File: config.mk
export PLATFORM = sky130hd
export DESIGN_NAME = mcse_slot_table
export DESIGN_NICKNAME = d
export VERILOG_FILES = /design/src/hw/rtl/mcse_pkg.sv /design/src/hw/rtl/mcse_slot_table.sv
export SDC_FILE = /design/constraint.sdc
export NUM_CORES = 1
export LEC_CHECK = 0
export BUFFER_PORTS_ARGS = -buffer_cell sky130_fd_sc_hd__buf_2
export CAP_MARGIN = 20
export CORE_MARGIN = 2
export CORE_UTILIZATION = 30
export DETAILED_ROUTE_END_ITERATION = 8
export GPL_ROUTABILITY_DRIVEN = 0
export GPL_TIMING_DRIVEN = 0
export HOLD_SLACK_MARGIN = 0.12
export PLACE_DENSITY = 0.58
export SYNTH_ARGS = -nofsm -noshare
export SYNTH_HDL_FRONTEND = slang
export SYNTH_SLANG_ARGS = --single-unit
File: constraint.sdc
create_clock -name clk_i -period 4.85 [get_ports clk_i]
set_input_delay 0.97 -clock clk_i [delete_from_list [all_inputs] [get_ports clk_i]]
set_output_delay 0.97 -clock clk_i [all_outputs]
set_load 0.01 [all_outputs]
File: src/hw/rtl/mcse_pkg.sv
// Shared types, codes and default sizes for the multi-context stack engine.
`default_nettype none

package mcse_pkg;

  localparam int NUM_SLOTS_DEF      = 8;
  localparam int SLOT_CAPACITY_DEF  = 64;
  localparam int MAX_ELEM_BYTES_DEF = 8;

  typedef enum logic [2:0] {
    ACT_CREATE  = 3'd0,
    ACT_DESTROY = 3'd1,
    ACT_PUSH    = 3'd2,
    ACT_POP     = 3'd3,
    ACT_LENGTH  = 3'd4,
    ACT_TOP     = 3'd5
  } action_e;

  typedef enum logic [2:0] {
    ST_OK     = 3'd0,
    ST_SIZE   = 3'd1,
    ST_OOM    = 3'd2,
    ST_HANDLE = 3'd3,
    ST_UNDER  = 3'd4
  } status_e;

  typedef struct packed {
    logic [2:0]  action;
    logic [2:0]  stack_id;
    logic [3:0]  elem_bytes;
    logic [63:0] push_value;
  } cmd_t;

  typedef struct packed {
    logic [2:0]  status;
    logic [2:0]  new_handle;
    logic [6:0]  depth_out;
    logic [63:0] top_value;
  } rsp_t;

  // Registered result fields from the slot table; top data comes from memory.
  typedef struct packed {
    logic [2:0] status;
    logic [2:0] new_handle;
    logic [6:0] depth_out;
    logic       top_rd;
  } meta_t;

endpackage

`default_nettype wire

File: src/hw/rtl/mcse_slot_table.sv
// Slot table: live marks, element sizes and depths; decodes commands, drives the RAM.
`default_nettype none

module mcse_slot_table #(
  parameter int NUM_SLOTS      = 8,
  parameter int SLOT_CAPACITY  = 64,
  parameter int MAX_ELEM_BYTES = 8,
  parameter int AddrW          = 9,
  parameter int DataW          = 64
) (
  input  wire logic             clk_i,
  input  wire logic             rst_ni,
  input  wire logic             accept_i,
  input  wire mcse_pkg::cmd_t   cmd_i,
  output mcse_pkg::meta_t       meta_o,
  output logic                  valid_o,
  output logic                  mem_we_o,
  output logic                  mem_re_o,
  output logic      [AddrW-1:0] mem_addr_o,
  output logic      [DataW-1:0] mem_wdata_o
);

  import mcse_pkg::*;

  localparam int SW  = (NUM_SLOTS > 1) ? $clog2(NUM_SLOTS) : 1;
  localparam int IDW = (SW > 3) ? SW : 3;
  localparam int DW  = $clog2(SLOT_CAPACITY + 1);

  logic [NUM_SLOTS-1:0] live_q, live_d;
  logic [3:0]           eb_q    [NUM_SLOTS];
  logic [3:0]           eb_d    [NUM_SLOTS];
  logic [DW-1:0]        depth_q [NUM_SLOTS];
  logic [DW-1:0]        depth_d [NUM_SLOTS];

  meta_t meta_q, meta_d;
  logic  valid_q;

  action_e       act;
  logic [IDW-1:0] id_w;
  logic [SW-1:0]  id_sel;
  logic           handle_ok;
  logic [DW-1:0]  depth_sel;
  logic [3:0]     eb_sel;
  logic [SW-1:0]  free_idx;
  logic           free_found;
  logic [DW-1:0]  offset;
  logic           push_ok;

  assign act    = action_e'(cmd_i.action);
  assign id_w   = IDW'(cmd_i.stack_id);
  assign id_sel = id_w[SW-1:0];

  always_comb begin
    handle_ok = 1'b0;
    depth_sel = '0;
    eb_sel    = '0;
    if (32'(id_w) < NUM_SLOTS) begin
      handle_ok = live_q[id_sel];
      depth_sel = depth_q[id_sel];
      eb_sel    = eb_q[id_sel];
    end
  end

  // highest-numbered free slot wins
  always_comb begin
    free_idx   = '0;
    free_found = 1'b0;
    for (int i = 0; i < NUM_SLOTS; i++) begin
      if (!live_q[i]) begin
        free_idx   = SW'(i);
        free_found = 1'b1;
      end
    end
  end

  // keep only the low elem_bytes bytes of the pushed word
  always_comb begin
    for (int b = 0; b < MAX_ELEM_BYTES; b++) begin
      mem_wdata_o[b*8 +: 8] = (b < 32'(cmd_i.elem_bytes)) ? cmd_i.push_value[b*8 +: 8] : 8'h00;
    end
  end

  always_comb begin
    live_d   = live_q;
    eb_d     = eb_q;
    depth_d  = depth_q;
    meta_d   = '0;
    mem_we_o = 1'b0;
    mem_re_o = 1'b0;
    push_ok  = 1'b0;
    offset   = depth_sel;
    if (accept_i) begin
      case (act)
        ACT_CREATE: begin
          if (cmd_i.elem_bytes == 4'd0 || 32'(cmd_i.elem_bytes) > MAX_ELEM_BYTES) begin
            meta_d.status = ST_SIZE;
          end else if (!free_found) begin
            meta_d.status = ST_OOM;
          end else begin
            live_d[free_idx]  = 1'b1;
            eb_d[free_idx]    = cmd_i.elem_bytes;
            depth_d[free_idx] = '0;
            meta_d.new_handle = 3'(free_idx);
          end
        end
        ACT_DESTROY, ACT_PUSH, ACT_POP, ACT_LENGTH, ACT_TOP: begin
          if (!handle_ok) begin
            meta_d.status = ST_HANDLE;
          end else begin
            case (act)
              ACT_DESTROY: live_d[id_sel] = 1'b0;
              ACT_PUSH: begin
                if (cmd_i.elem_bytes != eb_sel) begin
                  meta_d.status = ST_SIZE;
                end else if (32'(depth_sel) >= SLOT_CAPACITY) begin
                  meta_d.status = ST_OOM;
                end else begin
                  push_ok         = 1'b1;
                  mem_we_o        = 1'b1;
                  depth_d[id_sel] = DW'(depth_sel + 1'b1);
                end
              end
              ACT_POP: begin
                if (depth_sel == '0) begin
                  meta_d.status = ST_UNDER;
                end else begin
                  depth_d[id_sel] = DW'(depth_sel - 1'b1);
                end
              end
              ACT_LENGTH: meta_d.depth_out = 7'(depth_sel);
              ACT_TOP: begin
                if (depth_sel == '0) begin
                  meta_d.status = ST_UNDER;
                end else begin
                  meta_d.top_rd = 1'b1;
                  mem_re_o      = 1'b1;
                  offset        = DW'(depth_sel - 1'b1);
                end
              end
              default: ;
            endcase
          end
        end
        default: ;
      endcase
    end
  end

  // slot s owns words s*SLOT_CAPACITY and up
  assign mem_addr_o = AddrW'(32'(id_sel) * SLOT_CAPACITY + 32'(offset));

  always_ff @(posedge clk_i or negedge rst_ni) begin
    if (!rst_ni) begin
      live_q  <= '0;
      valid_q <= 1'b0;
      for (int i = 0; i < NUM_SLOTS; i++) begin
        eb_q[i]    <= '0;
        depth_q[i] <= '0;
      end
    end else begin
      live_q  <= live_d;
      eb_q    <= eb_d;
      depth_q <= depth_d;
      valid_q <= accept_i;
    end
  end

  always_ff @(posedge clk_i) begin
    meta_q <= meta_d;
  end

  assign meta_o  = meta_q;
  assign valid_o = valid_q;

  a_beat_follows: assert property (@(posedge clk_i) disable iff (!rst_ni)
    accept_i |=> valid_q) else $error("accepted command produced no result beat");

  a_no_spurious: assert property (@(posedge clk_i) disable iff (!rst_ni)
    !accept_i |=> !valid_q) else $error("result beat without a command");

  a_create_live: assert property (@(posedge clk_i) disable iff (!rst_ni)
    (accept_i && act == ACT_CREATE && meta_d.status == ST_OK)
      |=> live_q[$past(free_idx)]) else $error("created slot not live");

  a_push_depth: assert property (@(posedge clk_i) disable iff (!rst_ni)
    push_ok |=> depth_q[$past(id_sel)] == DW'($past(depth_sel) + 1'b1))
    else $error("push did not advance depth");

  a_rd_wr_excl: assert property (@(posedge clk_i) disable iff (!rst_ni)
    !(mem_we_o && mem_re_o)) else $error("RAM read and write in one cycle");

endmodule

`default_nettype wire
=== After elaboration in Yosys (flattened, before gate mapping) ===
Index checks and enable logic that the tools add are counted.

* Register bits: 111
* Output and inout bits: 90
* Logic and storage cells: 166

* Add/sub/neg operators: 3
* $lt $le $gt $ge: 18
* Equality and inequality tests: 14
* Mux-type cells: 81
* Bitwise logic cells: 11
* Reductions and logical operators: 17

{| class="wikitable"
|+ Operators with widths
! operator !! count
|-
| 56-bit 2-to-1 mux || 6
|-
| 56-bit case mux with 2 select lines || 2
|-
| 56-bit bitwise mux || 2
|-
| 8-bit 2-to-1 mux || 12
|-
| 7-bit 2-to-1 mux || 9
|-
| 56-bit bitwise AND || 1
|-
| 56-bit inverter || 1
|-
| 7-bit demux with 3-bit select || 2
|-
| 32-bit bitwise mux || 1
|-
| 3-bit 2-to-1 mux || 8
|-
| 1-bit 2-to-1 mux || 23
|-
| 7-bit binary-select mux with 3-bit select || 1
|-
| 3-bit by 4-bit < comparator with 1-bit output (first input constant) || 4
|-
| 8-bit case mux with 2 select lines || 1
|-
| 4-bit binary-select mux with 3-bit select || 1
|-
| 4-bit demux with 3-bit select || 1
|-
| 4-bit 2-to-1 mux || 3
|-
| 3-bit != test (second input constant) || 4
|-
| 3-bit case mux with 2 select lines || 2
|-
| 9-bit by 7-bit adder with 9-bit output || 1
|-
| 9-bit AND reduction || 1
|-
| 8-bit bitwise AND || 1
|-
| 4-bit greater-or-equal comparator (second input constant) || 2
|-
| 1-bit by 4-bit < comparator with 1-bit output (first input constant) || 2
|-
| 32 further kinds || 53
|}

=== Longest topological paths before layout ===
* Depth after elaboration: 17
* Gate-level depth with buffers: 16

=== Worst setup path before layout ===
No wires, ideal clock.

* Kind: input-to-output
* From: input port cmd_i[69] (netlist bit)
* To: output port mem_addr_o[0]
* Arrival: 3.697 ns
* Required time: 3.880 ns
* Path slack: 0.183 ns
* Stages on the path: 15
* Path buffers: 5
* Path through: buf_6 buf_6 buf_2 buf_2 mux2i_1 o22ai_1 nor2_1 clkbuf_1 ha_1 o21ai_0 a211oi_1 nand2_1 nand2_1 inv_1 xnor2_1

* Word-level cells in the longest chain between the ends: 11

{| class="wikitable"
|+ Ends and longest elaborated chain
! item !! RTL line !! text
|-
| start: declaration || mcse_slot_table.sv:14 || <nowiki>input wire mcse_pkg::cmd_t cmd_i,</nowiki>
|-
| 3-bit inverter with 4-bit output (implied by the code) || mcse_slot_table.sv:59 || <nowiki>depth_sel = depth_q[id_sel];</nowiki>
|-
| 7-bit binary-select mux with 3-bit select || mcse_slot_table.sv:59 ||
|-
| 7-bit 2-to-1 mux (implied by the code) (2 in series) || mcse_slot_table.sv:59 ||
|-
| 7-bit by 1-bit subtractor with 7-bit output or 7-bit logical NOT (tied branches) || mcse_slot_table.sv:137, mcse_slot_table.sv:132 ||
|-
| 7-bit 2-to-1 mux || mcse_slot_table.sv:132 || <nowiki>if (depth_sel == '0) begin</nowiki>
|-
| 7-bit 2-to-1 mux || mcse_slot_table.sv:110 || <nowiki>case (act)</nowiki>
|-
| 7-bit 2-to-1 mux || mcse_slot_table.sv:107 || <nowiki>if (!handle_ok) begin</nowiki>
|-
| 7-bit 2-to-1 mux || mcse_slot_table.sv:93 || <nowiki>case (act)</nowiki>
|-
| 7-bit 2-to-1 mux * || mcse_slot_table.sv:92 || <nowiki>if (accept_i) begin</nowiki>
|-
| 9-bit by 7-bit adder with 9-bit output * || mcse_slot_table.sv:150 || <nowiki>assign mem_addr_o = AddrW'(32'(id_sel) * SLOT_CAPACITY + 32'(offset));</nowiki>
|-
| end: declaration || mcse_slot_table.sv:19 || <nowiki>output logic [AddrW-1:0] mem_addr_o,</nowiki>
|}

Every way passes the cells marked *; elsewhere a longest branch is shown, timed or not. The select of a mux whose other input is x is not followed.

=== Worst setup path after layout ===
* From: input port cmd_i[70] (netlist bit)
* To: output port mem_addr_o[8]

* Word-level cells in the longest chain between the ends: 11

{| class="wikitable"
|+ Ends and longest elaborated chain
! item !! RTL line
|-
| 3-bit inverter with 4-bit output (implied by the code) || mcse_slot_table.sv:59
|-
| 7-bit binary-select mux with 3-bit select || mcse_slot_table.sv:59
|-
| 7-bit 2-to-1 mux (implied by the code) (2 in series) || mcse_slot_table.sv:59
|-
| 7-bit by 1-bit subtractor with 7-bit output or 7-bit logical NOT (tied branches) || mcse_slot_table.sv:137, mcse_slot_table.sv:132
|-
| 7-bit 2-to-1 mux || mcse_slot_table.sv:132
|-
| 7-bit 2-to-1 mux || mcse_slot_table.sv:110
|-
| 7-bit 2-to-1 mux || mcse_slot_table.sv:107
|-
| 7-bit 2-to-1 mux || mcse_slot_table.sv:93
|-
| 7-bit 2-to-1 mux || mcse_slot_table.sv:92
|-
| 9-bit by 7-bit adder with 9-bit output * || mcse_slot_table.sv:150
|}

Marked as above.

==> impl_results.md <==
- M1 GR Usage: 0.263
- Final period util: 0.982
- Drt drc: 0
- Maximum VDD drop: 0.000180 V
- Cts hold-fix bufs: 0
- Wire length per cell: approximately 19 µm
- Crit path cell chain: clkbuf_4, buf_8, mux2_2, mux4_2, a221oi_4, and3_4, nand3_1, mux2_4, ha_1, ha_1, xor2_1, buf_2
- Core area: around 23000 µm²
- Drt total wl: 23.2 mm
- Clock Skews: roughly 0.0076 ns
- Worst Setup Start Kind: input port
- NetSw: 0.805 mW
- R2r setup slk: roughly 1.3 ns
- CTS Buf Count: 9
- Buf/Inv on CP: 3
- Fmax: approximately 210 MHz
- Mapped Avg Cell Area: 9.59 µm²
- Sink Count: 111
- Die footprint: 24100 µm²
- Largest net degree at the start of global routing: 57
- Hold/Removal Path Class: register to register
- Row cnt: 55
- PwrDens: about 300 nW/µm²
- Grt met3 use: 0.0368
- P_int: 1.79 mW
- Worst-margin pin slew: 1.12 ns
- Final setup violation count: 0
- Finished layout cell area: between 8000 and 9000 µm²
- Sw Share: 0.310
- Slew Viols, Final: 0
- Max Cap Violations: 0
- Post-DRT Antenna Nets: 0
- Total power: 2.59 mW
- Critical path's top delay family: multiplexers
- DP HPWL: 17.2 mm
- Status: finished, final reports clean
- Top-level I/O count: roughly 170
- Async set or reset register ratio after synthesis: 0.874
- CTS tree: done
- PortBufs: about 160
- Share of cells above drive strength 1: 0.332
- LEAKAGE: 4.01 nW
- Number of flops mapped to enable cells by yosys: 0
- Fin. Hold Viols: 0
- H-Tree Depth: 3
- Post-Syn Nets: 798
- Area Overhead vs Synth: 26.9%
- Initial core utilization: 0.304
- GRT met2 Usage: 0.310
- Synth Flop Type: dfrtp_1
- Critical Path Slowest Stage Cell: mux4_2
- Number of global-route vias before repair: 6298
- Antenna diode count: 0
- Synth Instances: about 700
- Clock Path Buffers: 2
- Clk_lat worst skew: 0.36 ns
- Combinational share of power: 0.255
- RR Endpoint: depth_q[53]$_DFFE_PN0P_
- GRT Residual Overflow: 0
- Setup crit end: mem_addr_o[8]
- FF+latch count, synth: 111
- Clock Tree Root: clkbuf_16
- Worst slew margin: 0.248
- GR Util All Layers: 0.193
- Die height: 155 µm
- CP max stage delay: 0.50 ns
- Clock share of power: 0.339
- Worst EP arrival: roughly 3.8 ns
- FF-to-FF Start: live_q[6]$_DFFE_PN0P_
- Post-DP Area: around 8000 µm²
- Die width: 155 µm
- Critical Path RT: 3.88 ns
- WHS: between 0.4 and 0.5 ns
- CP startpoint: cmd_i[70]
- FF-to-FF path depth: 8
- Via density: 5.38
- Sequential share of power: 0.405
- Crit path kind: input port to output pin
- Worst path depth: 12
- Worst setup EP type: output pin
- Initial antenna violation count: 0
- Cell repeated most along the worst path: ha_1
- Min Clock Period, post-route: approximately 4.8 ns
- Router iterations before antenna repair: 5
- Sequential element share of the synthesized area: 0.394
- Routed via count: 6456
- Nets@finish: slightly below 1000
- DRT iter0 DRCs: 410
- Crit Path Max Fanout: 10
- Worst-path clk slew: 0.08 ns
- First-pass GRT wire length: 36.2 mm
- Mapped Area: 6870 µm²
- Ys Warns: 0
- Number of distinct library cells after synthesis: a little over 70
- Top Usage Layer GRT: met2
-- how the worst min path moves through the flow --
stage                                  from                 endpoint  slack [ns]  cells after the start
finish              depth_q[32]$_DFFE_PN0P_  depth_q[32]$_DFFE_PN0P_        0.50                      1
global route            eb_q[5]$_DFFE_PN0P_      eb_q[5]$_DFFE_PN0P_        0.52                      1
CTS                 depth_q[34]$_DFFE_PN0P_  depth_q[34]$_DFFE_PN0P_        0.50                      1
detailed placement  depth_q[42]$_DFFE_PN0P_  depth_q[42]$_DFFE_PN0P_        0.48                      1
global placement    depth_q[29]$_DFFE_PN0P_  depth_q[29]$_DFFE_PN0P_        0.47                      1
floorplan           depth_q[47]$_DFFE_PN0P_  depth_q[47]$_DFFE_PN0P_        0.45                      1
-- cells by family after synthesis --
group,count (synthesis),synth area share
flops,111,0.394
mux,74,0.128
buf+inv,83,0.0545
fa+ha+maj,5,0.00911
xor+xnor,9,0.0115
simple gates,273,0.213
compound gates,161,0.190
-- state kept, by name, summed over array words and instances, names as in the netlist --
name     cells
live_q       8
valid_o      1
depth_q     56
meta_o      14
eb_q        32
-- per-layer routing --
| layer | vias to the layer above | wire length [µm] |
|---|---|---|
| met5 | - | 0 |
| met4 | 0 | 498 |
| met3 | 41 | 1390 |
| met2 | 216 | 10800 |
| met1 | 3188 | 10500 |
| li1 | 3011 | - |
-- Yosys cell counts (6+ instances only) --
cell	number	area [µm²]
a21oi_1	13	65.1
a22o_1	9	78.8
a22oi_1	6	45.0
a31oi_1	11	68.8
a32o_1	7	70.1
and2_1	23	144
and3_1	10	62.6
buf_2	11	55.1
buf_6	6	67.6
clkbuf_1	29	109
dfrtp_1	97	2430
dfxtp_1	14	280
inv_1	35	131
mux2_2	39	439
mux2i_1	27	270
mux4_2	7	158
nand2_1	44	165
nand2b_1	6	37.5
nand3_1	47	235
nor2_1	46	173
nor2b_1	52	325
nor3_1	15	75.1
o211ai_1	11	82.6
o21ai_0	19	95.1
o221ai_1	19	166
o22ai_1	8	50.1
o2bb2ai_1	8	70.1
o31ai_1	9	67.6
xnor2_1	7	61.3
-- layout make-up --
type	instances	area [µm²]
multi-input combinational	522	3860
tap	285	357
buffer	46	314
sequential	111	2710
inverter	36	139
clock inverter	6	115
timing repair buffer	183	991
clock buffer	10	229
fill	2251	13900
-- cell usage in the layout (no fill, tap or decap), drive strengths merged, types with 10 or more instances in the layout --
cell type  instances
o21ai             20
and3              10
inv               37
dfrtp             97
mux2              40
buf              198
nor2              46
mux2i             27
a31oi             11
nand3             47
a21oi             13
nor3              18
o211ai            12
dfxtp             14
clkbuf            41
nor2b             52
and2              24
nand2             45
o221ai            20
-- timing repair --
item                       in CTS  in global routing
setup endpoints to repair      66                  7
buffers inserted                8                 10
pin swaps                       3                  8
hold endpoints to repair        0                  0
resized for setup              30                 13
-- through the flow --
| step | setup WS, ns | TNS, ns | instances | utilization |
|---|---|---|---|---|
| 5_1_grt | -0.0199 | -0.0199 | 1199 | 0.386 |
| 3_3_place_gp | -1.15 | -46.44 | 1164 | 0.356 |
| 3_5_place_dp | -1.18 | -47.42 | 1165 | 0.357 |
| 2_1_floorplan | 0.183 | 0 | 716 | - |
| 4_1_cts | 0.0188 | 0 | 1189 | 0.381 |
| 6_report | 0.0893 | 0 | 1199 | 0.386 |
-- power groups by stage --
| stage | clock network (mW) | logic [mW] | registers (mW) |
|---|---|---|---|
| detailed placement | 0 | 0.614 | 1.07 |
| global placement | 0 | 0.604 | 1.07 |
| CTS | 0.891 | 0.640 | 1.05 |
| finish | 0.880 | 0.663 | 1.05 |
| global route | 0.924 | 0.721 | 1.06 |
| floorplan | 0 | 0.396 | 1.06 |
Note: power is estimated with default switching activity, not from simulation.
